[src/hw/rtl/acks_pkg.sv]
// Shared types, codes and reset values for the acknowledged bit-serial sender.
`timescale 1ns / 1ps
`default_nettype none

package acks_pkg;

    localparam int ACK_TIMEOUT_W = 9;
    localparam int RETRY_W       = 4;
    localparam int CONN_WAIT_W   = 8;
    localparam int ADDR_W        = 22;
    localparam int CFG_IDX_W     = 3;
    localparam int CFG_DATA_W    = 22;

    // register indexes
    localparam logic [CFG_IDX_W-1:0] CFG_ACK_TIMEOUT      = 3'd0;
    localparam logic [CFG_IDX_W-1:0] CFG_MAX_RETRIES      = 3'd1;
    localparam logic [CFG_IDX_W-1:0] CFG_CONNECT_WAIT     = 3'd2;
    localparam logic [CFG_IDX_W-1:0] CFG_CONNECT_ATTEMPTS = 3'd3;
    localparam logic [CFG_IDX_W-1:0] CFG_PARTNER_ADDRESS  = 3'd4;

    localparam logic [ACK_TIMEOUT_W-1:0] ACK_TIMEOUT_RST      = 9'd500;
    localparam logic [RETRY_W-1:0]       MAX_RETRIES_RST      = 4'd10;
    localparam logic [CONN_WAIT_W-1:0]   CONNECT_WAIT_RST     = 8'd32;
    localparam logic [RETRY_W-1:0]       CONNECT_ATTEMPTS_RST = 4'd5;

    // phases, also reported as status
    localparam logic [2:0] PH_IDLE       = 3'd0;
    localparam logic [2:0] PH_CONNECTING = 3'd1;
    localparam logic [2:0] PH_WANTS_BYTE = 3'd2;
    localparam logic [2:0] PH_AWAIT_ACK  = 3'd3;
    localparam logic [2:0] PH_DONE       = 3'd4;
    localparam logic [2:0] PH_CONN_FAIL  = 3'd5;
    localparam logic [2:0] PH_NO_RESP    = 3'd6;

    // input actions
    localparam logic [1:0] ACT_TICK  = 2'd0;
    localparam logic [1:0] ACT_ACK   = 2'd1;
    localparam logic [1:0] ACT_START = 2'd2;
    localparam logic [1:0] ACT_BYTE  = 2'd3;

    // line signals
    localparam logic [1:0] SIG_NONE   = 2'd0;
    localparam logic [1:0] SIG_FIRST  = 2'd1;
    localparam logic [1:0] SIG_SECOND = 2'd2;

    localparam logic [2:0] BIT_MSB = 3'd7;

    typedef struct packed {
        logic [ACK_TIMEOUT_W-1:0] ack_timeout;
        logic [RETRY_W-1:0]       max_retries;
        logic [CONN_WAIT_W-1:0]   connect_wait;
        logic [RETRY_W-1:0]       connect_attempts;
        logic [ADDR_W-1:0]        partner_address;
    } cfg_t;

    typedef struct packed {
        logic [2:0]               phase;
        logic [7:0]               shift_byte;
        logic [2:0]               bit_pos;
        logic [ACK_TIMEOUT_W-1:0] wait_cnt;
        logic [RETRY_W-1:0]       retry_cnt;
        logic                     final_pending;
    } sender_state_t;

    typedef struct packed {
        logic [1:0]        line_signal;
        logic [ADDR_W-1:0] target_address;
        logic [2:0]        status;
    } result_t;

endpackage

`default_nettype wire

[src/hw/rtl/acks_cfg.sv]
// Configuration register bank of the sender.
`timescale 1ns / 1ps
`default_nettype none

module acks_cfg (
    input  wire logic                           aclk,
    input  wire logic                           aresetn,
    input  wire logic                           cfg_we,
    input  wire logic [acks_pkg::CFG_IDX_W-1:0] cfg_index,
    input  wire logic [acks_pkg::CFG_DATA_W-1:0] cfg_wdata,
    output acks_pkg::cfg_t                      cfg
);
    import acks_pkg::*;

    cfg_t cfg_reg;
    cfg_t cfg_next;

    always_comb begin
        cfg_next = cfg_reg;
        if (cfg_we) begin
            unique case (cfg_index)
                CFG_ACK_TIMEOUT:      cfg_next.ack_timeout = cfg_wdata[ACK_TIMEOUT_W-1:0];
                CFG_MAX_RETRIES:      cfg_next.max_retries = cfg_wdata[RETRY_W-1:0];
                CFG_CONNECT_WAIT:     cfg_next.connect_wait = cfg_wdata[CONN_WAIT_W-1:0];
                CFG_CONNECT_ATTEMPTS: cfg_next.connect_attempts = cfg_wdata[RETRY_W-1:0];
                CFG_PARTNER_ADDRESS:  cfg_next.partner_address = cfg_wdata[ADDR_W-1:0];
                default:              cfg_next = cfg_reg;
            endcase
        end
    end

    always_ff @(posedge aclk) begin
        if (!aresetn) begin
            cfg_reg.ack_timeout      <= ACK_TIMEOUT_RST;
            cfg_reg.max_retries      <= MAX_RETRIES_RST;
            cfg_reg.connect_wait     <= CONNECT_WAIT_RST;
            cfg_reg.connect_attempts <= CONNECT_ATTEMPTS_RST;
            cfg_reg.partner_address  <= '0;
        end else begin
            cfg_reg <= cfg_next;
        end
    end

    assign cfg = cfg_reg;

endmodule

`default_nettype wire

[src/hw/rtl/acks_step.sv]
// Next-state and result logic for one event beat.
`timescale 1ns / 1ps
`default_nettype none

module acks_step (
    input  wire acks_pkg::cfg_t          cfg,
    input  wire acks_pkg::sender_state_t cur,
    input  wire logic [1:0]              action,
    input  wire logic [7:0]              data_byte,
    input  wire logic                    last_byte,
    output acks_pkg::sender_state_t      nxt,
    output acks_pkg::result_t            res
);
    import acks_pkg::*;

    logic [ACK_TIMEOUT_W-1:0] wait_inc;
    logic [RETRY_W-1:0]       retry_inc;
    logic [1:0]               sig;

    always_comb begin
        wait_inc  = cur.wait_cnt + 1'b1;
        retry_inc = cur.retry_cnt + 1'b1;
        nxt       = cur;
        sig       = SIG_NONE;
        unique case (action)
            ACT_TICK: begin
                if (cur.phase == PH_CONNECTING) begin
                    nxt.wait_cnt = wait_inc;
                    if (wait_inc >= {1'b0, cfg.connect_wait}) begin
                        if (cur.retry_cnt >= cfg.connect_attempts) begin
                            nxt.phase = PH_CONN_FAIL;
                        end else begin
                            sig           = SIG_FIRST;
                            nxt.retry_cnt = retry_inc;
                            nxt.wait_cnt  = '0;
                        end
                    end
                end else if (cur.phase == PH_AWAIT_ACK) begin
                    nxt.wait_cnt = wait_inc;
                    if (wait_inc >= cfg.ack_timeout) begin
                        nxt.retry_cnt = retry_inc;
                        nxt.wait_cnt  = '0;
                        if (retry_inc >= cfg.max_retries) begin
                            nxt.phase = PH_NO_RESP;
                        end else begin
                            sig = cur.shift_byte[cur.bit_pos] ? SIG_FIRST : SIG_SECOND;
                        end
                    end
                end
            end
            ACT_ACK: begin
                if (cur.phase == PH_CONNECTING) begin
                    nxt.phase     = PH_WANTS_BYTE;
                    nxt.wait_cnt  = '0;
                    nxt.retry_cnt = '0;
                end else if (cur.phase == PH_AWAIT_ACK) begin
                    nxt.wait_cnt  = '0;
                    nxt.retry_cnt = '0;
                    if (cur.bit_pos == 3'd0) begin
                        nxt.bit_pos = BIT_MSB;
                        nxt.phase   = cur.final_pending ? PH_DONE : PH_WANTS_BYTE;
                    end else begin
                        nxt.bit_pos = cur.bit_pos - 1'b1;
                        sig = cur.shift_byte[nxt.bit_pos] ? SIG_FIRST : SIG_SECOND;
                    end
                end
            end
            ACT_START: begin
                if (cur.phase == PH_IDLE || cur.phase >= PH_DONE) begin
                    nxt.phase         = PH_CONNECTING;
                    sig               = SIG_FIRST;
                    nxt.retry_cnt     = RETRY_W'(1);
                    nxt.wait_cnt      = '0;
                    nxt.bit_pos       = BIT_MSB;
                    nxt.final_pending = 1'b0;
                end
            end
            ACT_BYTE: begin
                if (cur.phase == PH_WANTS_BYTE) begin
                    nxt.shift_byte    = data_byte;
                    nxt.bit_pos       = BIT_MSB;
                    nxt.final_pending = last_byte;
                    nxt.wait_cnt      = '0;
                    nxt.retry_cnt     = '0;
                    nxt.phase         = PH_AWAIT_ACK;
                    sig = data_byte[BIT_MSB] ? SIG_FIRST : SIG_SECOND;
                end
            end
            default: nxt = cur;
        endcase
        res.line_signal    = sig;
        res.target_address = (sig != SIG_NONE) ? cfg.partner_address : '0;
        res.status         = nxt.phase;
    end

endmodule

`default_nettype wire

[src/hw/rtl/acked_bit_serial_sender_core.sv]
// Acknowledged bit-serial sender: top level with state and result register.
//
// Usage: each input beat on s_* carries one event (tick, acknowledge, start
// or byte with its last flag). Every accepted beat yields exactly one result
// beat on m_*: the line signal to drive (none, first, second), the partner
// address that goes with it, and the status after the event.
// Latency: the result for a beat is valid the cycle after it is accepted.
// Throughput: one beat per cycle when not stalled; state and result register
// are both updated at the accepting edge by a single level of event logic.
// s_ready is high whenever the result register is empty or being drained in
// the same cycle, so a stalled receiver holds the input back after one beat.
// Reset (aresetn low, synchronous) returns the state to idle, loads the
// register defaults and empties the result register.
// Configuration writes (cfg_we, cfg_index, cfg_wdata) take effect at the next
// edge; writes to unknown indexes are dropped.
`timescale 1ns / 1ps
`default_nettype none

module acked_bit_serial_sender_core (
    input  wire logic                             aclk,
    input  wire logic                             aresetn,
    input  wire logic                             s_valid,
    output logic                                  s_ready,
    input  wire logic [1:0]                       s_action,
    input  wire logic [7:0]                       s_data_byte,
    input  wire logic                             s_last_byte,
    output logic                                  m_valid,
    input  wire logic                             m_ready,
    output logic [1:0]                            m_line_signal,
    output logic [acks_pkg::ADDR_W-1:0]           m_target_address,
    output logic [2:0]                            m_status,
    input  wire logic                             cfg_we,
    input  wire logic [acks_pkg::CFG_IDX_W-1:0]   cfg_index,
    input  wire logic [acks_pkg::CFG_DATA_W-1:0]  cfg_wdata
);
    import acks_pkg::*;

    cfg_t          cfg;
    sender_state_t state_reg;
    sender_state_t state_next;
    result_t       res_next;
    result_t       res_reg;
    logic          m_valid_reg;
    logic          accept;

    acks_cfg u_cfg (
        .aclk      (aclk),
        .aresetn   (aresetn),
        .cfg_we    (cfg_we),
        .cfg_index (cfg_index),
        .cfg_wdata (cfg_wdata),
        .cfg       (cfg)
    );

    acks_step u_step (
        .cfg       (cfg),
        .cur       (state_reg),
        .action    (s_action),
        .data_byte (s_data_byte),
        .last_byte (s_last_byte),
        .nxt       (state_next),
        .res       (res_next)
    );

    assign s_ready = !m_valid_reg || m_ready;
    assign accept  = s_valid && s_ready;

    always_ff @(posedge aclk) begin
        if (!aresetn) begin
            state_reg.phase         <= PH_IDLE;
            state_reg.shift_byte    <= '0;
            state_reg.bit_pos       <= BIT_MSB;
            state_reg.wait_cnt      <= '0;
            state_reg.retry_cnt     <= '0;
            state_reg.final_pending <= 1'b0;
            m_valid_reg             <= 1'b0;
        end else begin
            if (accept) begin
                state_reg <= state_next;
            end
            if (accept) begin
                m_valid_reg <= 1'b1;
            end else if (m_ready) begin
                m_valid_reg <= 1'b0;
            end
        end
    end

    // result payload needs no reset
    always_ff @(posedge aclk) begin
        if (accept) begin
            res_reg <= res_next;
        end
    end

    assign m_valid          = m_valid_reg;
    assign m_line_signal    = res_reg.line_signal;
    assign m_target_address = res_reg.target_address;
    assign m_status         = res_reg.status;

endmodule

`default_nettype wire

[config.mk]
export PLATFORM = sky130hd
export DESIGN_NAME = acked_bit_serial_sender_core
export DESIGN_NICKNAME = d
export VERILOG_FILES = /design/src/hw/rtl/acks_pkg.sv /design/src/hw/rtl/acks_cfg.sv /design/src/hw/rtl/acks_step.sv /design/src/hw/rtl/acked_bit_serial_sender_core.sv
export SDC_FILE = /design/constraint.sdc
export NUM_CORES = 1
export LEC_CHECK = 0
export BUFFER_PORTS_ARGS = -buffer_cell sky130_fd_sc_hd__buf_2
export CELL_PAD_IN_SITES_DETAIL_PLACEMENT = 0
export CELL_PAD_IN_SITES_GLOBAL_PLACEMENT = 1
export CORE_MARGIN = 2
export CORE_UTILIZATION = 25
export DETAILED_ROUTE_END_ITERATION = 8
export PLACE_DENSITY = 0.52
export RECOVER_POWER = 50
export SYNTH_ARGS = -nofsm -noshare
export SYNTH_HDL_FRONTEND = slang
export SYNTH_SLANG_ARGS = --single-unit
[constraint.sdc]
create_clock -name aclk -period 3.5 [get_ports aclk]
set_input_delay 0.35 -clock aclk [delete_from_list [all_inputs] [get_ports aclk]]
set_output_delay 0.35 -clock aclk [all_outputs]
set_load 0.05 [all_outputs]
* After elaboration in Yosys (flattened, before gate mapping)
Cells that the tools add are included.
** Storage, ports and cells
- Output and inout bits :: 29
- Bits of input ports :: 41
- Register bits after elaboration :: 103
- Word-level logic and storage cells :: 113
** Cells by class
- Reduce and logical (&&, ||, !) cells :: 22
- Multiplexer cells :: 47
- $lt $le $gt $ge :: 7
- Add/sub/neg operators :: 3
- Equal/unequal tests :: 19
** Operators by type and width (count)
- two-way mux 13 bit :: 6
- case mux 13 bit (4 select lines) :: 1
- two-way mux 3 bit :: 13
- two-way mux 28 bit :: 1
- two-way mux 2 bit :: 12
- two-way mux 17 bit :: 1
- two-way mux 16 bit :: 1
- == test 3 x 2 -> 1 bit (second input constant) :: 4
- case mux 3 bit (4 select lines) :: 1
- AND reduction 2 bit :: 5
- adder 9 x 1 -> 9 bit (second input constant) :: 1
- greater-or-equal comparator 9 x 8 -> 1 bit :: 1
- greater-or-equal comparator 9 bit :: 1
- logical NOT 3 bit :: 3
- inequality test 3 x 1 -> 1 bit (second input constant) :: 3
- case mux 3 bit (3 select lines) :: 1
- greater-or-equal comparator 4 bit :: 2
- < comparator 3 x 4 -> 1 bit (second input constant) :: 2
- case mux 2 bit (4 select lines) :: 1
- AND reduction 8 bit :: 1
- binary-select mux 1 bit (select 3 bit) :: 2
- == test 3 x 1 -> 1 bit (second input constant) :: 2
- two-way mux 1 bit :: 6
- inequality test 2 x 1 -> 1 bit (second input constant) :: 3
- 20 further kinds :: 24

* Depth between registers and ports, before layout
Gate-level depths: netlist of run 1.
- Word-level depth :: 9
- Gate-level depth with buffers :: 12
- Gate-level depth less buffers :: 11

* Modules after synthesis
Synthesis of run 1 repeated with hierarchy kept, for this count alone.
** Unflattened totals
- Cells, all modules :: 645
- Area total of the unflattened synthesis :: 5891.9 um^2
** Modules (own cells, without submodules)
- acks_step :: times used 1, cells an instance 298, seq. area each 0.0 um^2, area each 2015.7 um^2
- acked_bit_serial_sender_core :: times used 1, cells an instance 153, seq. area each 1391.3 um^2, area each 1966.9 um^2
- acks_cfg :: times used 1, cells an instance 194, seq. area each 940.9 um^2, area each 1909.3 um^2

* Worst setup path after synthesis of run 1
Ideal clock, no wire load.
- Path kind :: register -> register
- Start point :: reg state_reg[5] in the netlist's numbering
- End point :: reg res_reg, in the netlist m_target_address[10] (data pin)
- Period minus slack after synthesis :: 3.082 ns
- Data arrival time :: 2.828 ns
- Setup slack :: 0.418 ns
- Cell stages (with the launch flop) :: 13
- Buffers on the path :: 1
- Required time :: 3.245 ns
- Setup time :: 0.255 ns
- Cell sequence :: dfxtp_1 > ha_1 > nand3_1 > or3_4 > nand2_1 > ha_1 > and4_2 > a221o_2 > a31oi_4 > nand4bb_1 > nand4_1 > buf_4 > and2_1
** On the way
- Cells in the longest elaborated chain, start to end :: 7
- Elaborated cells between the ends (all ways) :: 9
- Classes of those cells :: 1 x add/sub; 2 x order compare; 5 x mux; 1 x reduce/logical
** Ends and longest elaborated chain
- from (decl) :: RTL line acked_bit_serial_sender_core.sv:39 : sender_state_t state_reg;
- from (signal assigned) :: RTL line acked_bit_serial_sender_core.sv:79 : state_reg <= state_next;
- adder 9 x 1 -> 9 bit (*) :: RTL line acks_step.sv:21 : wait_inc = cur.wait_cnt + 1'b1;
- greater-or-equal comparator 9 bit :: RTL line acks_step.sv:40 : if (wait_inc >= cfg.ack_timeout) begin
- two-way mux 2 bit :: RTL line acks_step.sv:40
- two-way mux 2 bit :: RTL line acks_step.sv:38 : end else if (cur.phase == PH_AWAIT_ACK) begin
- two-way mux 2 bit (*) :: RTL line acks_step.sv:27 : if (cur.phase == PH_CONNECTING) begin
- case mux 2 bit (4 select lines) (*) :: RTL line acks_step.sv:25 : unique case (action)
- nonzero test 2 bit (*) :: RTL line acks_step.sv:92 : res.target_address = (sig != SIG_NONE) ? cfg.partner_address : '0;
- to (signal assigned) :: RTL line acked_bit_serial_sender_core.sv:92 : res_reg <= res_next;
- to (decl) :: RTL line acked_bit_serial_sender_core.sv:42 : result_t res_reg;
Mark *: on every way between the ends. The rest lies on a longest branch, timed or not.
A chain may end at the register's enable or synchronous reset.

* Final worst setup path of run 1
- Start point :: reg state_reg[5] in the netlist's numbering
- End point :: reg res_reg, in the netlist m_target_address[4] (data pin)
The elaborated chain is that of the path after synthesis.

==> metrics.txt, run 1 <==
die outline width 146.5 um; total buffers and inverters traversed by the critical path 1; post-synthesis net count 621; cells along the critical path ha_2 -> nand3_1 -> or3_4 -> nand2_1 -> ha_1 -> and4_2 -> a221o_2 -> a31oi_4 -> nand4bb_1 -> nand4_1 -> buf_4 -> and2_1; max FFs per register 47; Synth Flop Type sky130_fd_sc_hd__dfxtp_1; mux cell area share after synthesis 0.05375; die footprint 0.02145 mm2; combinational family with the most area after synthesis simple AND/OR/NAND/NOR gates; count of standard-cell rows 52; Root Buffer sky130_fd_sc_hd__clkbuf_16; status finished with violations; count of routing violations after the opening detailed-route iteration 197; Die Span Y 146.5 um; leakage dissipation 2.408 nW; maximum root-to-sink buffer count 2; detailed placement HPWL 9.111 mm; length of the first detailed-routing pass in iterations 4; clock sink total 103; antenna violations before repair 0; wire length of the first global-routing pass 20.29 mm; slowest stage cell on the critical path sky130_fd_sc_hd__a221o_2; combined area of all synthesized cells 0.005075 mm2; worst hold path stage count 3; Final Max Slew Viols 30; worst slew margin relative to its limit -0.04855; number of warning messages in the yosys log 0; Crit path required time 3.61 ns; most instantiated library cell after synthesis sky130_fd_sc_hd__nand2_1; post-CTS setup buffer count 0; final-report hold violation count 0; fraction of the mapped netlist area in adder cells 0.07150; xor and xnor area share after synthesis 0.01208; clock-pin slew on the worst setup and hold paths 0.08 ns; kind of path behind the tightest hold check in2reg; H-tree depth 3; total power per unit cell area 419.9 mW/mm2; effective utilization at floorplan 0.2524; Worst Skew 0.01101 ns; sequential standard cell area 0.002333 mm2; instance count on the critical path 12; portion of synthesized cell area occupied by the leading cell type 0.2998; asr flop ratio synth 0; Antenna diodes 0; Area contributors post-synth sky130_fd_sc_hd__dfxtp_1 (30%), sky130_fd_sc_hd__edfxtp_1 (16%), sky130_fd_sc_hd__nand2_1 (7.5%); number of setup violations in the final report 0; Port Buf Inserts 69; setup repair after global routing missed its margin false; top fanout value on the critical path 22; placeable core region 0.02010 mm2; pin count of the biggest net entering global routing 40; delay of the slowest cell on the worst path 0.42 ns; GRT overflow 0; final period utilization 0.9482; via count of the first global-routing pass 3909; IO Count 70; Area growth, synth to finish 16.79%; fraction of the yosys area taken by sequential cells 0.4596; area leader, netlist sky130_fd_sc_hd__dfxtp_1; number of maximum-capacitance violations 1; depth of the most critical reg-to-reg path 12; Final TNS setup 0 ns; post-synthesis instance total 551; largest voltage drop on the vdd net 0.2693 mV; violations in the final reports max-capacitance violations, max-slew violations; type of the worst setup path reg2reg; Synth Register Bits 103; critical path endpoint category flip-flop; number of unique standard cell types used by synthesis 57; Residual DRC 0; number of vias per cell 4.489; via count of the routed design 3973; finished layout cell area 0.005927 mm2; total wire length 12.39 mm; All-Layer GR Usage 0.1189; Final min period 3.319 ns; post-route ant nets 0; area of the multi-input gates 0.002507 mm2; cell area after placement 0.005663 mm2; Final Wtd Congestion 0.8036; highest clock rate 301.3 MHz; net count of the finished layout 680; Post-Synth Simple-Gate Area 0.2098; TritonCTS buffer count 9; slew of the pin with the lowest slew margin 1.573 ns; EDFF count, synth 27; insertion delay to the later sink of the worst-skew pair 0.36 ns; startpoint type of the worst setup path flip-flop; clock tree from TritonCTS yes; mean post-synth cell area 9.210 um2; gate family responsible for the most delay along the worst path simple AND/OR/NAND/NOR gates; share of cells above drive strength 1 0.1382; hold buffer count at CTS 0; top post-synthesis cells by count sky130_fd_sc_hd__nand2_1 (102), sky130_fd_sc_hd__dfxtp_1 (76), sky130_fd_sc_hd__a21oi_1 (53); routed wire length per instance 14.00 um; arrival time of data at the critical path endpoint 3.43 ns; number of filler instances in the final layout 2141; fraction of the mapped netlist area in compound gates 0.1428
[worst paths after layout]
path | from | slack (ns) | to
setup / recovery | state_reg[5] | 0.18 | m_target_address[4]
hold / removal | cfg_wdata[19] | 0.22 | u_cfg.cfg[19]
setup reg to reg | state_reg[5] | 0.18 | m_target_address[4]
hold reg to reg | u_cfg.cfg[1] | 0.45 | u_cfg.cfg[1]
[power by group]
group	internal, mW	leakage, nW	switching, mW
registers	1.25	0.889	0.0154
clock network	0.498	0.140	0.492
logic	0.0620	1.38	0.168
[layout make-up]
class / count / area share
Clock inverter: 7 / 0.01034
Inverter: 31 / 0.01963
Clock buffer: 9 / 0.03800
Multi-Input combinational cell: 390 / 0.4231
Timing Repair Buffer: 75 / 0.05826
Sequential cell: 103 / 0.3937
Tap cell: 270 / 0.05700
[cell families after synthesis]
family	count (synthesis)
AOI/OAI and AO/OA	111
xor gates and xnor gates	7
adders and majority gates	29
buffers and inverters	58
DFF	103
muxes	22
and+or+nand+nor	221
[worst register-to-register path: stages (launching register included)]
cell	delay, ns
sky130_fd_sc_hd__dfxtp_2	0.39
sky130_fd_sc_hd__ha_2	0.23
sky130_fd_sc_hd__nand3_1	0.10
sky130_fd_sc_hd__or3_4	0.35
sky130_fd_sc_hd__nand2_1	0.10
sky130_fd_sc_hd__ha_1	0.24
sky130_fd_sc_hd__and4_2	0.27
sky130_fd_sc_hd__a221o_2	0.42
sky130_fd_sc_hd__a31oi_4	0.22
sky130_fd_sc_hd__nand4bb_1	0.22
sky130_fd_sc_hd__nand4_1	0.14
sky130_fd_sc_hd__buf_4	0.23
sky130_fd_sc_hd__and2_1	0.18
[metrics by stage]
step	std cells	worst slack (ns)	utilization	hold slack, ns	power, mW
2_1_floorplan	551	0.4176	-	0.4262	1.452
3_3_place_gp	869	0.1810	0.2817	0.4379	1.531
3_5_place_dp	869	0.08763	0.2817	0.4420	1.534
4_1_cts	885	0.08183	0.2959	0.2114	2.542
5_1_grt	885	0.01282	0.2948	0.2225	2.602
6_report	885	0.1812	0.2948	0.2217	2.489
[cell usage in the layout (no fill, tap or decap), drive strengths merged, types with 6 or more instances in the layout]
cell and n:
nor2b 7, and2 24, clkbuf 42, dfxtp 76, edfxtp 27, a32oi 6
inv 34, mux2i 16, a21oi 53, nand2 102, nand3 13, nor2 35
nand2b 8, ha 29, o21ai 13, o211ai 12, buf 42, a31oi 6
[layer usage]
| metal | share of wire | GRT usage | vias to the layer above |
|---|---|---|---|
| met5 | 0 | 0 | - |
| met4 | 0.018 | 0.04466 | 0 |
| met3 | 0.039 | 0.02500 | 15 |
| met2 | 0.45 | 0.1998 | 70 |
| met1 | 0.49 | 0.1503 | 1858 |
| li1 | - | - | 2030 |
[what timing repair did]
action / CTS / global route
endpoints found under the hold margin: 0 / 0
resized for setup: 0 / 4
setup endpoints to repair: 0 / 23
No activity file was read; power rests on OpenSTA's default activity.
==> inputs of run 2 (changes only) <==
--- a/config.mk
+++ b/config.mk
@@ -11,8 +11,9 @@
 export CORE_MARGIN = 2
 export CORE_UTILIZATION = 25
 export DETAILED_ROUTE_END_ITERATION = 8
-export PLACE_DENSITY = 0.52
-export RECOVER_POWER = 50
+export PLACE_DENSITY_LB_ADDON = 0.1
+export RECOVER_POWER = 100
+export SLEW_MARGIN = 20
 export SYNTH_ARGS = -nofsm -noshare
 export SYNTH_HDL_FRONTEND = slang
 export SYNTH_SLANG_ARGS = --single-unit
==> metrics.txt, run 2 (synthesis gave the netlist of run 1 again) <==
count of routing violations after the opening detailed-route iteration 200; TritonCTS buffer count 9; Final TNS setup 0 ns; placeable core region 0.02010 mm2; Residual DRC 0; hold buffer count at CTS 0; status completed; pin count of the biggest net entering global routing 40; max FFs per register 47; Worst Hold Slack 0.2241 ns; detailed placement HPWL 9.503 mm; via count of the routed design 3935; antenna violations before repair 0; final period utilization 0.9441; Die Span Y 146.5 um; arrival time of data at the critical path endpoint 3.40 ns; number of maximum-capacitance violations 0; Post-Route Utilization 0.2954; count of standard-cell rows 52; top fanout value on the critical path 22; final-report hold violation count 0; most common cell after layout, fill and taps aside sky130_fd_sc_hd__nand2_1; Root Buffer sky130_fd_sc_hd__clkbuf_16; All-Layer GR Usage 0.1225; area of the multi-input gates 0.002494 mm2; largest voltage drop on the vdd net 0.2096 mV; length of the first detailed-routing pass in iterations 4; reg2reg setup slack 0.20 ns; Antenna diodes 0; die footprint 0.02145 mm2; cell area after placement 0.005670 mm2; number of filler instances in the final layout 2141; effective utilization at floorplan 0.2524; total wire length 12.88 mm; type of the worst setup path reg2reg; critical path endpoint category flip-flop; Final min period 3.304 ns; IO Count 70; worst slew margin relative to its limit 0.1959; insertion delay to the later sink of the worst-skew pair 0.35 ns; clock-pin slew on the worst setup and hold paths 0.08 ns; via count of the first global-routing pass 3851; Area growth, synth to finish 17.04%; highest clock rate 302.6 MHz; number of vias per cell 4.441; maximum root-to-sink buffer count 2; PostCTS Resize Cnt 0; net count of the finished layout 681; post-CTS setup buffer count 0; die outline width 146.5 um; H-tree depth 3; clock sink total 103; sequential standard cell area 0.002335 mm2; kind of path behind the tightest hold check in2reg; commonest cells after routing, fill and taps aside sky130_fd_sc_hd__nand2_1 (102), sky130_fd_sc_hd__dfxtp_1 (74), sky130_fd_sc_hd__a21oi_1 (53); share of cells above drive strength 1 0.1347; Final Wtd Congestion 0.7635; Worst Skew 0.008103 ns; routed wire length per instance 14.54 um; clock tree from TritonCTS yes; startpoint type of the worst setup path flip-flop; Non-Filler Instances 886; finished layout cell area 0.005939 mm2; Crit path required time 3.60 ns; Port Buf Inserts 69; GRT overflow 0; slew of the pin with the lowest slew margin 1.206 ns; wire length of the first global-routing pass 20.84 mm; leakage dissipation 2.404 nW; placed instance count 870; total power per unit cell area 429.6 mW/mm2; number of setup violations in the final report 0; Final Max Slew Viols 0; post-route ant nets 0; setup repair after global routing missed its margin false
## run 2: path summary, 6_finish.rpt
path | start | end | cells past startpoint
worst max-delay path | state_reg[8] | m_target_address[0] | 11
worst min-delay path | s_data_byte[5] | state_reg[22] | 3
worst max register to register | state_reg[8] | m_target_address[0] | 11
worst min register to register | u_cfg.cfg[13] | u_cfg.cfg[13] | 2
## run 2: layer usage
metal,global-route usage,share of wire
met1,0.1666,0.50
met2,0.1965,0.46
met3,0.02656,0.032
met4,0.03495,0.012
met5,0,0
## run 2: where the power goes
group	switching (mW)	total [mW]	internal [mW]
sequential	0.0158	1.27	1.25
combinational	0.170	0.232	0.0619
clock	0.489	1.05	0.564
total	0.674	2.55	1.88
## run 2: worst max-delay path: stages, from the launching register on
cell and delay [ns]:
sky130_fd_sc_hd__dfxtp_1 0.46, sky130_fd_sc_hd__and3_2 0.22, sky130_fd_sc_hd__nand3_1 0.09, sky130_fd_sc_hd__xnor2_1 0.36, sky130_fd_sc_hd__ha_1 0.32, sky130_fd_sc_hd__and4_1 0.22
sky130_fd_sc_hd__a221o_2 0.41, sky130_fd_sc_hd__a31oi_4 0.21, sky130_fd_sc_hd__nand4bb_1 0.21, sky130_fd_sc_hd__nand4_1 0.14, sky130_fd_sc_hd__buf_4 0.23, sky130_fd_sc_hd__and2_0 0.18
## run 2: cell type report
class / count / area share
timing repair buffer: 76 / 0.05941
tap: 270 / 0.05688
sequential: 103 / 0.3931
clock inverter: 7 / 0.01327
inverter: 31 / 0.01959
multi-input combinational: 390 / 0.4198
clock buffer: 9 / 0.03792
## run 2: through the flow
step                setup WS [ns]  power (mW)
finish                     0.1955       2.552
global route              0.03745       2.669
CTS                       0.05464       2.598
detailed placement        0.07183       1.536
global placement           0.1557       1.534
floorplan                  0.4176       1.452
